## config.mk

```make
export PLATFORM = sky130hd
export DESIGN_NAME = fuzzy_logic_alu_top
export DESIGN_NICKNAME = d
export VERILOG_FILES = /design/src/rtl/core/fla_pkg.sv /design/src/rtl/core/fla_datapath.sv /design/src/rtl/core/fuzzy_logic_alu_top.sv
export SDC_FILE = /design/constraint.sdc
export NUM_CORES = 1
export LEC_CHECK = 0
export ABC_AREA = 1
export BUFFER_PORTS_ARGS = -buffer_cell sky130_fd_sc_hd__buf_2
export CORE_ASPECT_RATIO = 1.2
export CORE_UTILIZATION = 45
export CTS_CLUSTER_SIZE = 20
export DETAILED_ROUTE_END_ITERATION = 10
export HOLD_SLACK_MARGIN = 0.12
export MAX_ROUTING_LAYER = met4
export PLACE_DENSITY_LB_ADDON = 0.2
export SLEW_MARGIN = 10
export SYNTH_ARGS = -nofsm -noshare
export SYNTH_HDL_FRONTEND = slang
export SYNTH_SLANG_ARGS = --single-unit
```

## constraint.sdc

```tcl
create_clock -name clk_i -period 9.3 [get_ports clk_i]
set_input_delay 0.465 -clock clk_i [delete_from_list [all_inputs] [get_ports clk_i]]
set_output_delay 0.465 -clock clk_i [all_outputs]
set_load 0.02 [all_outputs]
```

## src/rtl/core/fla_pkg.sv

```systemverilog
// Shared types and constants for the fuzzy logic ALU.
// Depends on nothing; used by the datapath and the top level.
`timescale 1ns / 1ps

package fla_pkg;

  localparam int unsigned OpcodeWidth = 3;

  // Operation codes carried by each input transaction.
  typedef enum logic [OpcodeWidth-1:0] {
    OP_ADD        = 3'd0,
    OP_SUB        = 3'd1,
    OP_MUL        = 3'd2,
    OP_LESS       = 3'd3,
    OP_MIN        = 3'd4,
    OP_IMPLY      = 3'd5,
    OP_REDUCE_AND = 3'd6,
    OP_REDUCE_OR  = 3'd7
  } opcode_e;

  // Control outcome of one operation, from the datapath to the top level.
  typedef struct packed {
    logic emit;       // a result transaction is produced
    logic acc_write;  // the reduction accumulator takes a new value
  } alu_ctrl_t;

endpackage

```

## src/rtl/core/fla_datapath.sv

```systemverilog
// Combinational datapath of the fuzzy logic ALU: one shared multiplier,
// adders and compares. Depends on fla_pkg.
`timescale 1ns / 1ps

module fla_datapath #(
  parameter int unsigned DATA_WIDTH = 16
) (
  input  fla_pkg::opcode_e        opcode_i,
  input  logic [DATA_WIDTH-1:0]   operand_a_i,
  input  logic [DATA_WIDTH-1:0]   operand_b_i,
  input  logic                    last_element_i,
  input  logic [DATA_WIDTH-1:0]   acc_i,
  output logic [DATA_WIDTH-1:0]   result_o,
  output logic [DATA_WIDTH-1:0]   acc_next_o,
  output fla_pkg::alu_ctrl_t      ctrl_o
);

  localparam logic [DATA_WIDTH-1:0] One = DATA_WIDTH'(1);

  logic [DATA_WIDTH-1:0]   one_minus_a;
  logic [DATA_WIDTH-1:0]   mul_x;
  logic [DATA_WIDTH-1:0]   mul_y;
  logic [2*DATA_WIDTH-1:0] product;
  logic [DATA_WIDTH-1:0]   product_lo;
  logic                    a_less_b;
  logic signed [DATA_WIDTH:0] imply_t;
  logic signed [DATA_WIDTH:0] imply_b;
  logic [DATA_WIDTH:0]     imply_win;
  logic                    is_reduce;

  assign one_minus_a = One - operand_a_i;
  assign is_reduce   = (opcode_i == fla_pkg::OP_REDUCE_AND) ||
                       (opcode_i == fla_pkg::OP_REDUCE_OR);

  // One multiplier serves both the binary product and the reduction step.
  always_comb begin
    mul_x = is_reduce ? acc_i : operand_a_i;
    case (opcode_i)
      fla_pkg::OP_REDUCE_AND: mul_y = operand_a_i;
      fla_pkg::OP_REDUCE_OR:  mul_y = one_minus_a;
      default:                mul_y = operand_b_i;
    endcase
  end

  assign product    = {{DATA_WIDTH{1'b0}}, mul_x} * {{DATA_WIDTH{1'b0}}, mul_y};
  assign product_lo = product[DATA_WIDTH-1:0];

  assign a_less_b = $signed(operand_a_i) < $signed(operand_b_i);

  // Implication compares 1 - a one bit wider than the data, then wraps.
  assign imply_t   = $signed({operand_a_i[DATA_WIDTH-1] ^ 1'b0, operand_a_i});
  assign imply_b   = $signed({operand_b_i[DATA_WIDTH-1], operand_b_i});
  assign imply_win = ((DATA_WIDTH+1)'(1) - imply_t > imply_b) ?
                     (DATA_WIDTH+1)'((DATA_WIDTH+1)'(1) - imply_t) : imply_b;

  // Result selection and accumulator update.
  always_comb begin
    result_o         = product_lo;
    acc_next_o       = acc_i;
    ctrl_o.emit      = 1'b1;
    ctrl_o.acc_write = 1'b0;
    case (opcode_i)
      fla_pkg::OP_ADD:   result_o = operand_a_i + operand_b_i;
      fla_pkg::OP_SUB:   result_o = operand_a_i - operand_b_i;
      fla_pkg::OP_MUL:   result_o = product_lo;
      fla_pkg::OP_LESS:  result_o = a_less_b ? One : '0;
      fla_pkg::OP_MIN:   result_o = a_less_b ? operand_a_i : operand_b_i;
      fla_pkg::OP_IMPLY: result_o = imply_win[DATA_WIDTH-1:0];
      fla_pkg::OP_REDUCE_AND: begin
        result_o         = product_lo;
        ctrl_o.emit      = last_element_i;
        ctrl_o.acc_write = 1'b1;
        acc_next_o       = last_element_i ? One : product_lo;
      end
      fla_pkg::OP_REDUCE_OR: begin
        result_o         = One - product_lo;
        ctrl_o.emit      = last_element_i;
        ctrl_o.acc_write = 1'b1;
        acc_next_o       = last_element_i ? One : product_lo;
      end
      default: begin
        result_o = product_lo;
      end
    endcase
  end

endmodule

```

## src/rtl/core/fuzzy_logic_alu_top.sv

```systemverilog
// Top level of the fuzzy logic ALU: input register, datapath, result
// register and reduction accumulator. Depends on fla_pkg and fla_datapath.
//
//   channel | signals                                               | direction
//   --------+-------------------------------------------------------+----------
//   input   | in_valid_i, in_stall_o, opcode_i, operand_a_i,        | in
//           | operand_b_i, last_element_i                           |
//   output  | out_valid_o, out_stall_i, result_value_o              | out
//
// One transaction per cycle while the input is not stalled; a result is
// presented after its input passes through the input register, then the
// result register.
// The accumulator multiply is combinational, in the datapath between those two registers.
// Reset clears both valid flags and sets the accumulator to one.
// The input stalls only while a stalled result is held and the registered
// input would also produce a result.
`timescale 1ns / 1ps

module fuzzy_logic_alu_top #(
  parameter int unsigned DATA_WIDTH = 16
) (
  input  logic                  clk_i,
  input  logic                  rst_ni,
  input  logic                  in_valid_i,
  output logic                  in_stall_o,
  input  logic [2:0]            opcode_i,
  input  logic [DATA_WIDTH-1:0] operand_a_i,
  input  logic [DATA_WIDTH-1:0] operand_b_i,
  input  logic                  last_element_i,
  output logic                  out_valid_o,
  input  logic                  out_stall_i,
  output logic [DATA_WIDTH-1:0] result_value_o
);

  localparam logic [DATA_WIDTH-1:0] One = DATA_WIDTH'(1);

  logic                  s1_valid_q, s1_valid_d;
  fla_pkg::opcode_e      s1_opcode_q;
  logic [DATA_WIDTH-1:0] s1_a_q;
  logic [DATA_WIDTH-1:0] s1_b_q;
  logic                  s1_last_q;
  logic [DATA_WIDTH-1:0] acc_q, acc_d;
  logic                  out_valid_q, out_valid_d;
  logic [DATA_WIDTH-1:0] out_data_q;

  logic [DATA_WIDTH-1:0] dp_result;
  logic [DATA_WIDTH-1:0] dp_acc_next;
  fla_pkg::alu_ctrl_t    dp_ctrl;
  logic                  s1_fire;
  logic                  in_accept;

  fla_datapath #(
    .DATA_WIDTH(DATA_WIDTH)
  ) u_datapath (
    .opcode_i      (s1_opcode_q),
    .operand_a_i   (s1_a_q),
    .operand_b_i   (s1_b_q),
    .last_element_i(s1_last_q),
    .acc_i         (acc_q),
    .result_o      (dp_result),
    .acc_next_o    (dp_acc_next),
    .ctrl_o        (dp_ctrl)
  );

  // The registered item moves on unless its result would hit a held output.
  assign s1_fire    = s1_valid_q && !(dp_ctrl.emit && out_valid_q && out_stall_i);
  assign in_stall_o = s1_valid_q && !s1_fire;
  assign in_accept  = in_valid_i && !in_stall_o;

  // Next-state logic for the valid flags and the accumulator.
  always_comb begin
    s1_valid_d  = in_accept ? 1'b1 : (s1_fire ? 1'b0 : s1_valid_q);
    acc_d       = (s1_fire && dp_ctrl.acc_write) ? dp_acc_next : acc_q;
    out_valid_d = out_valid_q && out_stall_i;
    if (s1_fire && dp_ctrl.emit) begin
      out_valid_d = 1'b1;
    end
  end

  // Control state and accumulator.
  always_ff @(posedge clk_i or negedge rst_ni) begin
    if (!rst_ni) begin
      s1_valid_q  <= 1'b0;
      out_valid_q <= 1'b0;
      acc_q       <= One;
    end else begin
      s1_valid_q  <= s1_valid_d;
      out_valid_q <= out_valid_d;
      acc_q       <= acc_d;
    end
  end

  // Payload registers.
  always_ff @(posedge clk_i) begin
    if (in_accept) begin
      s1_opcode_q <= fla_pkg::opcode_e'(opcode_i);
      s1_a_q      <= operand_a_i;
      s1_b_q      <= operand_b_i;
      s1_last_q   <= last_element_i;
    end
    if (s1_fire && dp_ctrl.emit) begin
      out_data_q <= dp_result;
    end
  end

  assign out_valid_o    = out_valid_q;
  assign result_value_o = out_data_q;

endmodule

```

== Yosys cells after proc, flatten, opt, wreduce, memory -nomap -nowiden ==
Index checks and enable logic that the tools add are counted.

* Register bits: 70
* Bits in latches: 0
* Bits in writable memories: 0
* Bits in read-only memories: 0
* Input bits: 40
* Output and inout port bits: 18
* Logic and storage cells: 51
* Memories: 0

* $add $sub $neg: 5
* Multiply operators: 1
* Divide/modulo/power cells: 0
* $lt $le $gt $ge: 2
* Equal/unequal tests: 7
* Shift-type cells: 0
* Mux-type cells: 11
* Bitwise logic cells: 0
* Reduce and logical (&&, ||, !) cells: 17

{| class="wikitable"
|+ Operators by type and width
! kind !! count
|-
| $pmux 16 s7 || 1
|-
| $mux 16 || 4
|-
| $pmux 16 s2 || 1
|-
| $sub 1x16->16 const A || 2
|-
| $gt 17x16->1 || 1
|-
| $sub 2x16->17 const A || 1
|-
| $add 16x16->16 || 1
|-
| $lt 16x16->1 || 1
|-
| $mul 16x16->16 || 1
|-
| $sub 16x16->16 || 1
|-
| $eq 3x3->1 const B || 4
|-
| $logic_and 1x1->1 || 8
|-
| $eq 3x2->1 const B || 2
|-
| $mux 1 || 4
|-
| $reduce_or 2->1 || 2
|-
| $eq 3x1->1 const B || 1
|-
| $logic_not 1->1 || 3
|-
| $logic_not 3->1 || 1
|-
| $mux 2 || 1
|-
| $reduce_and 2->1 || 1
|-
| $reduce_bool 2->1 || 1
|-
| $logic_or 1x1->1 || 1
|}

== Logic depth before layout (Yosys ltp) ==
Gate-level depths: netlist (run 1).

* Depth in word-level cells: 12
* Mapped depth: 40
* Depth with buffers taken out: 39

== By module ==
A second synthesis (run 1) with hierarchy kept.

* Cells, all modules: 1505
* Area, all modules: 10707.8 sq um

{| class="wikitable"
|+ By module, submodules not included
! module !! times used !! cells each !! area an instance (sq um) !! seq. area each (sq um)
|-
| fla_datapath || 1 || 1370 || 8364.3 || 0.0
|-
| fuzzy_logic_alu_top || 1 || 135 || 2343.5 || 2013.2
|}

== Worst setup path before layout (run 1) ==
OpenSTA, ideal clock, no wires.

* Kind: reg2reg
* Start: reg s1_a_q[1]
* End: reg out_data_q[14], in the netlist result_value_o[14], data pin
* Setup time: 0.263 ns
* Data arrival time: 6.591 ns
* Data required time: 9.037 ns
* Slack: 2.446 ns
* Cell stages (with the launch flop): 32
* Buffers on the path: 1
* Clock period less this slack: 6.854 ns
* Path through: edfxtp_1 -> inv_1 -> ha_1 -> inv_1 -> nor2_1 -> nor2_1 -> nand2_1 -> nand3_1 -> clkbuf_1 -> nand2_1 -> fa_1 -> fa_1 -> fa_1 -> fa_1 -> inv_1 -> fa_1 -> inv_1 -> fa_1 -> inv_1 -> ha_1 -> a21oi_1 -> a21boi_0 -> or2_2 -> nand2_1 -> inv_1 -> nor2_1 -> nand3_1 -> or2_2 -> nand3_1 -> o211ai_1 -> a21oi_1 -> nand3_1

* Word-level cells in the longest chain between the ends: 5
* Elaborated cells between the ends (all ways): 13
* Those cells by class: add/sub (5); mul (1); order compare (2); mux (5)

{| class="wikitable"
|+ Ends and longest elaborated chain
! element !! RTL line !! RTL
|-
| start, declared || fuzzy_logic_alu_top.sv:39 || <nowiki>logic [DATA_WIDTH-1:0] s1_a_q;</nowiki>
|-
| start signal, assigned || fuzzy_logic_alu_top.sv:97 || <nowiki>s1_a_q <= operand_a_i;</nowiki>
|-
| $sub 1x16->16 || fla_datapath.sv:31 || <nowiki>assign one_minus_a = One - operand_a_i;</nowiki>
|-
| $pmux 16 s2 || fla_datapath.sv:38 || <nowiki>case (opcode_i)</nowiki>
|-
| $mul 16x16->16 || fla_datapath.sv:45 || <nowiki>assign product = {{DATA_WIDTH{1'b0}}, mul_x} * {{DATA_WIDTH{1'b0}}, mul_y};</nowiki>
|-
| $sub 1x16->16 || fla_datapath.sv:76 || <nowiki>result_o = One - product_lo;</nowiki>
|-
| $pmux 16 s7 * || fla_datapath.sv:62 || <nowiki>case (opcode_i)</nowiki>
|-
| via dp_result[14] || fuzzy_logic_alu_top.sv:46 || <nowiki>logic [DATA_WIDTH-1:0] dp_result;</nowiki>
|-
| end signal, assigned || fuzzy_logic_alu_top.sv:102 || <nowiki>out_data_q <= dp_result;</nowiki>
|-
| end, declared || fuzzy_logic_alu_top.sv:44 || <nowiki>logic [DATA_WIDTH-1:0] out_data_q;</nowiki>
|}

The timed path passes the listed nets; every way through them passes the cells marked *.
A chain may end at the register's enable or synchronous reset.

== Worst setup path after layout (run 1) ==
* Start: reg s1_opcode_q[1]
* End: reg out_data_q[15], in the netlist result_value_o[15], data pin

* Word-level cells in the longest chain between the ends: 6
* Elaborated cells between the ends (all ways): 15
* Those cells by class: add/sub (1); mul (1); eq/ne (7); mux (3); reduce/logical (3)

{| class="wikitable"
|+ Ends and longest elaborated chain
! element !! RTL line !! RTL
|-
| start, declared || fuzzy_logic_alu_top.sv:38 || <nowiki>fla_pkg::opcode_e s1_opcode_q;</nowiki>
|-
| start signal, assigned || fuzzy_logic_alu_top.sv:96 || <nowiki>s1_opcode_q <= fla_pkg::opcode_e'(opcode_i);</nowiki>
|-
| $eq 3x3->1 (on tied branches) || -- ||
|-
| $logic_or 1x1->1 || fla_datapath.sv:32 || <nowiki>assign is_reduce = (opcode_i == fla_pkg::OP_REDUCE_AND) ||</nowiki>
|-
| $mux 16 || fla_datapath.sv:37 || <nowiki>mul_x = is_reduce ? acc_i : operand_a_i;</nowiki>
|-
| $mul 16x16->16 || fla_datapath.sv:45 ||
|-
| $sub 1x16->16 || fla_datapath.sv:76 ||
|-
| $pmux 16 s7 * || fla_datapath.sv:62 ||
|-
| via dp_result[15] || fuzzy_logic_alu_top.sv:46 ||
|}

Marks and branches as above.

==> results.cfg, run 1 <==
[detailed_routing]
routed_wl_um = 32500
dr.pass1.iters = 5
via_per_inst = 5.43
wl_per_cell_um = 18.2
drt_iter0_drc = 745
drc = 0
via_count = 9709
ant_nets = 0

[yosys]
yosysWarnings = 0
synthArstFlopShare_pct = 25.7
ys_seq_area_share_pct = 19.5
ys_ff_latch = 70
syn_inst = 1457
synth.most_common_cell = inv_1
synth_edf_count = 52
yosysUniqueCellTypes = 50
yosys.area.top_type_share_pct = 15.9
syn_avg_cell_area_um2 = 7.07
synth.net_count = 1676
yosys-top-cells-area = fa_1, edfxtp_1, ha_1
yosysTopAreaCell = fa_1
netlist_area_um2 = 10300
ys_top_cells_by_count = inv_1, nand2_1, nor2_1, ha_1, nand3_1
synth_flop_cell = edfxtp_1

[global_routing]
gr-total-overflow = 0
grt_pass1_wl_um = 51300
use_met3_pct = 1.99
met1_usage_pct = 34.2
antenna_found_initial = 0
grt_max_degree = 45
met2_usage_pct = 52.1
grt-busiest-layer = met2
grt.total_usage_pct = 29.5
first_global_vias = 9637

[sta]
clock_skew_ps = 9.74
tightest_slew_ps = 975
period_needed_ps = 7900
setup_ws_ps = 1400
hold_violations = 0
rsz0062_at_grt = false
slew_violations = 0
fin_crit_sh_pct = 84.9
max_freq_mhz = 127
setup_tns_ps = 0
setup_viol = 0
relSlewSlack_pct = 34.9

[cts]
clk_latency_ps = 340
cts_buffers = 9
cts_resized = 0
clkSinkCount = 70
htreeDepth = 3
cts_tree = done
clkTransAtPathRegs_ps = 60
cts_max_path_buffers = 2
root_buffer = clkbuf_16

[place]
dpl_worst_slack_ps = 1500
gp_congestion = 1.02
dp_hpwl_um = 26800
port_buffers = 57
place_inst = 1771

[die]
die_w_um = 140
initial_core_util_pct = 45.9
floorplan.rows = 60
design.core.area_um2 = 22400
fp.dieArea_um2 = 23500
ios = 58
die_height_um = 168

[setup_path]
cp_max_fo = 44
cp.arrival_ps = 7990
required_ps = 9390
critPathKind = flop to flop
cp-start-kind = flop
cp_slowest_cell = fa_1
cp-end-kind = flop
slowest_delay_ps = 560

[finish]
final_cells = 1788
num-nets-final = 1723
utilization_pct = 49.9
area_growth_pct = 8.68
diodes = 0
drive_gt1_share_pct = 7.69

[worst_hold_path]
holdCritPathClass = input port to flop

[status]
outcome = finished clean

[run]
cap_violations = 0
## worst max-delay path: cells and delay by family (launching register included)
family / cells / cell delay, ps
AND/OR/NAND/NOR: 18 / 3160
adder cells (fa/ha/maj): 7 / 3070
flip-flops: 1 / 540
AO/OA/AOI/OAI: 1 / 260
buffers and inverters: 5 / 580
## timing repair
item	CTS	global route
endpoints found under the hold margin	17	0
hold buffers	1	0
buffers inserted	0	0
## state kept, by name (all words and copies together), names as in the netlist
name            cells
out_valid_o         1
acc_q              16
s1_valid_q          1
s1_last_q           1
s1_opcode_q         3
s1_a_q             16
result_value_o     16
s1_b_q             16
## area by class of cell
class | instances | area, µm²
Fill cell | 2320 | 11200
Multi-Input combinational cell | 1027 | 6900
Sequential cell | 70 | 2010
Inverter | 329 | 1230
Timing Repair Buffer | 67 | 363
Tap cell | 279 | 349
Clock buffer | 10 | 229
Clock inverter | 6 | 111
## metal layers
metal  up-vias  routed length [µm]
li1       4727                   -
met2       315               16500
met4         0                1490
met5         -                   0
met3        78                1340
met1      4589               13100
## cells in the final DEF, fill, tap and decap left out, types with 2 or more instances in the layout
cell       synthesis  routed
o2111ai_1          2       2
dfrtp_1           17      17
fa_1              82      82
o21bai_1          10      10
o221ai_1           2       2
clkinv_1           3       3
o21a_1             2       2
nor3_1            25      25
o21ai_1            9       9
bufinv_16          0       3
a31oi_1            3       3
o21ai_0           80      80
buf_4              2       9
nand4_1           13      13
nand3b_1           4       4
ha_1              97      97
or2_2             11      11
nor4_1             8       8
o311ai_0           4       4
o22ai_1           12      12
inv_1            321     321
a211oi_1           2       2
a21o_1             2       2
o21ai_2            9       9
nand3_2            2       2
xnor2_1            7       7
nor2_1           121     121
nand2_1          318     318
nand3_1           87      87
nor2_2             3       3
a21oi_1           75      75
buf_2              8      57
o211ai_1          10      10
edfxtp_1          52      52
clkbuf_16          0       9
a221oi_1           4       4
inv_2              5       5
xor2_1            14      14
## stage by stage
stage / hold slack, ps / instance area, µm²
final: 296 / 11200
after floorplan: 169 / 10300
after CTS: 288 / 11200
after detailed placement: 443 / 10900
after global routing: 287 / 11200
after global placement: 443 / 10900
## cells by family after synthesis
| logic type | Yosys count | share of synthesized area (%) |
|---|---|---|
| adder cells (fa/ha/maj) | 179 | 27.7 |
| AND/OR/NAND/NOR | 597 | 24.5 |
| AO/OA/AOI/OAI | 230 | 12.9 |
| buffers and inverters | 360 | 13.5 |
| flip-flops | 70 | 19.5 |
| XOR/XNOR | 21 | 1.78 |
## final timing paths
| path | from | end | slack, ps | depth (start not counted) |
|---|---|---|---|---|
| hold / removal | last_element_i | s1_last_q | 300 | 1 |
| setup / recovery | s1_opcode_q[1] | result_value_o[15] | 1400 | 31 |
| min in group asynchronous | rst_ni | acc_q[15] | 610 | 2 |
| setup reg to reg | s1_opcode_q[1] | result_value_o[15] | 1400 | 31 |
| hold reg to reg | acc_q[15] | acc_q[15] | 480 | 2 |
| max in group asynchronous | rst_ni | acc_q[0] | 8340 | 2 |
Power of run 1 is not shown: default switching activity piles up to over one toggle a cycle in this logic, so the estimate is an artifact.
==> run 2: changes to the inputs <==
Clock period 9.3 ns to 7.05 ns, I/O delays scaled along.
==> results.cfg, run 2 (synthesis gave the netlist of run 1 again) <==
[place]
dp_hpwl_um = 28600
gp_congestion = 1.00
place_inst = 1884
port_buffers = 57

[cts]
cts_tree = done
htreeDepth = 3
clkSinkCount = 70
cts_buffers = 9
cts_max_path_buffers = 2
root_buffer = clkbuf_16
clkTransAtPathRegs_ps = 60
clk_latency_ps = 340

[sta]
tightest_slew_ps = 841
period_needed_ps = 6820
clock_skew_ps = 8.77
setup_viol = 0
max_freq_mhz = 147
rsz0062_at_grt = true
fin_crit_sh_pct = 96.8
hold_violations = 0
slew_violations = 0
relSlewSlack_pct = 43.8

[setup_path]
reg2reg_depth = 33
cp_slowest_cell = fa_1
slowest_delay_ps = 550
cp-end-kind = flop
cp.arrival_ps = 6900
cp_common_cell = fa_1
required_ps = 7120
cp_max_fo = 8
critPathKind = flop to flop
cp-start-kind = flop

[global_routing]
first_global_vias = 10307
grt.total_usage_pct = 30.6
gr-total-overflow = 0
grt_max_degree = 37
grt_pass1_wl_um = 53100
antenna_found_initial = 0

[detailed_routing]
wl_per_cell_um = 18.2
drc = 0
dr.pass1.iters = 6
routed_wl_um = 35800
via_count = 10511
via_per_inst = 5.34
ant_nets = 0
drt_iter0_drc = 624

[die]
die_w_um = 140
initial_core_util_pct = 45.9
fp.dieArea_um2 = 23500
design.core.area_um2 = 22400
ios = 58
die_height_um = 168
floorplan.rows = 60

[status]
outcome = finished clean

[finish]
final_cell_mix = inv_1, nand2_1, buf_4
final_cells = 1970
area_growth_pct = 29.2
drive_gt1_share_pct = 25.3
final_common_cell = inv_1
num-nets-final = 1905
diodes = 0

[worst_hold_path]
hold_depth = 1
holdCritPathClass = input port to flop

[run]
cap_violations = 0
-- run 2: cell types whose count changed in the layout (fill, tap and decap cells not counted), sizes merged --
cell / change
buf: +180
inv: +3
bufinv: -2
nand3: +1
-- run 2: final timing paths --
check / from / end / slack [ps]
worst max-delay path: s1_opcode_q[0] / result_value_o[14] / 230
worst min-delay path: operand_a_i[14] / s1_a_q[14] / 180
worst max register to register: s1_opcode_q[0] / result_value_o[14] / 230
worst min register to register: acc_q[15] / acc_q[15] / 490
max in group asynchronous: rst_ni / acc_q[0] / 6210
min in group asynchronous: rst_ni / s1_valid_q / 490
-- run 2: per-layer routing --
metal  vias up  GRT usage, %  share of wire, %
met5         -             -                 0
met4         0          15.1               4.9
met3       104          1.76               4.4
met2       348          55.0                52
met1      4978          34.6                39
li1       5081             -                 -
-- run 2: timing repair --
item	4_1_cts	5_1_grt
setup endpoints to repair	2	6
gates resized for setup	4	185
pin swaps	0	80
cloned	0	2
endpoints found under the hold margin	17	0
setup buffers	0	67
hold buffers	1	0
-- run 2: critical path: cells and delay by family (launching register included) --
family / cells / cell delay (ps)
fa+ha+maj: 7 / 2970
buf+inv: 11 / 1230
simple gates: 10 / 1120
compound gates: 4 / 530
flops: 1 / 500
xor+xnor: 1 / 160
-- run 2: layout make-up --
class                           count  area (µm²)
Fill cell                        2129        9130
Multi-Input combinational cell   1028        7510
Sequential cell                    70        2010
Timing Repair Buffer              248        1890
Inverter                          329        1250
Tap cell                          279         349
Clock buffer                        9         225
Clock inverter                      7        72.6
-- run 2: stage by stage --
step                      hold slack (ps)  util [%]  setup TNS (ps)  worst slack (ps)  instance area [µm²]
final                                 181      59.3               0               226                13300
after global routing                  174      59.3            -115             -64.1                13300
after CTS                             173      53.7               0              29.5                12100
after detailed placement              330      52.3               0              6.28                11700
after global placement                325      52.3               0              29.0                11700
after floorplan                      56.9         -               0               196                10300
Power of run 2 is left out for the same reason.
==> run 3: changes to the inputs <==
Settings changed: BUFFER_PORTS_ARGS -buffer_cell sky130_fd_sc_hd__buf_2 to -buffer_cell sky130_fd_sc_hd__buf_4.
==> results.cfg, run 3 (synthesis gave the netlist of run 1 again) <==
[sta]
slew_violations = 0
setup_viol = 0
relSlewSlack_pct = 30.8
fin_crit_sh_pct = 97.2
clock_skew_ps = 11.4
hold_violations = 0
rsz0062_at_grt = true
setup_tns_ps = 0
period_needed_ps = 6850
tightest_slew_ps = 1030
max_freq_mhz = 146

[global_routing]
met1_usage_pct = 34.6
antenna_found_initial = 0
grt-busiest-layer = met2
use_met3_pct = 2.56
grt_pass1_wl_um = 54100
gr-total-overflow = 0
met2_usage_pct = 56.4
first_global_vias = 10240
grt.total_usage_pct = 31.4
grt_max_degree = 37

[setup_path]
startpoint = s1_opcode_q[0]
reg2reg_depth = 37
slowest_delay_ps = 540
cp_slowest_cell = fa_1
critPathKind = flop to flop
cp-end-kind = flop
cp-start-kind = flop
cp.arrival_ps = 6960
cp_max_fo = 7
worstReg2RegStart = s1_opcode_q[0]
r2r_setup_slack_ps = 200
required_ps = 7150

[finish]
diodes = 0
drive_gt1_share_pct = 21.5
num-nets-final = 1869
final_common_cell = inv_1
utilization_pct = 57.8
final_cell_mix = inv_1, nand2_1, buf_4
area_growth_pct = 25.8

[die]
design.core.area_um2 = 22400
ios = 58
die_w_um = 140
floorplan.rows = 60
initial_core_util_pct = 45.9
fp.dieArea_um2 = 23500
die_height_um = 168

[cts]
htreeDepth = 3
clkSinkCount = 70
clkTransAtPathRegs_ps = 70
cts_buffers = 9
root_buffer = clkbuf_16
cts_tree = done
cts_max_path_buffers = 2
clk_latency_ps = 340

[worst_hold_path]
min_from = operand_b_i[14]
hold_depth = 1
holdCritPathClass = input port to flop

[detailed_routing]
via_count = 10238
drt_iter0_drc = 685
routed_wl_um = 35300
drc = 0
via_per_inst = 5.29
ant_nets = 0
wl_per_cell_um = 18.3
dr.pass1.iters = 5

[place]
gp_congestion = 1.02
dp_hpwl_um = 29300
port_buffers = 57

[run]
cap_violations = 0

[status]
outcome = finished clean
[run 3: changes by cell type in the layout (fill, tap and decap cells not counted), moves of 6 or more]
cell	before	now
inv_1	295	303
inv_2	27	19
buf_6	14	8
buf_4	166	196
buf_2	57	0
nand3_2	11	4
nand2_1	290	300
[run 3: critical path, delay by kind of cell, from the launching register on]
family / cells / cell delay (ps)
xor gates and xnor gates: 1 / 250
adders and majority gates: 7 / 2990
AOI/OAI and AO/OA: 3 / 450
and+or+nand+nor: 16 / 1430
DFF: 1 / 500
buffers and inverters: 10 / 970
[run 3: per-layer routing]
| metal | part of all wire [%] | routed length (µm) | vias up |
|---|---|---|---|
| met5 | 0 | 0 | - |
| met4 | 4.6 | 1630 | 0 |
| met3 | 2.8 | 981 | 92 |
| met2 | 52 | 18500 | 257 |
| met1 | 40 | 14200 | 4875 |
| li1 | - | - | 5014 |
[run 3: timing repair]
item                                   CTS  global route
pin swaps                                2            51
buffers inserted                         4            19
resized for setup                        3           135
hold buffers                             1             0
setup endpoints to repair                2             7
endpoints found under the hold margin   17             0
gates cloned                             0             1
[run 3: cell type report]
cell class	count	area [µm²]
clock inverters	7	41.3
multi-input cells	1028	7370
repair buffers	212	1710
clock buffers	9	225
inverters	329	1250
fillers	2181	9480
flip-flops and latches	70	2010
well taps	279	349
[run 3: final timing paths]
| path | endpoint |
|---|---|
| max | result_value_o[15] |
| min | s1_b_q[14] |
| max reg2reg | result_value_o[15] |
| min reg2reg | acc_q[15] |
| max in group asynchronous | acc_q[0] |
| min in group asynchronous | s1_valid_q |
[run 3: stage by stage]
step           cells  setup WS, ps  cell area, µm²  hold WS [ps]
2_1_floorplan   1457           196           10300          56.9
3_3_place_gp    1894          -113           12000           239
3_5_place_dp    1894         -99.1           12000           241
4_1_cts         1915         0.970           12300           178
5_1_grt         1934          -101           13000           175
6_report        1934           195           13000           181
Power of run 3 is left out for the same reason.
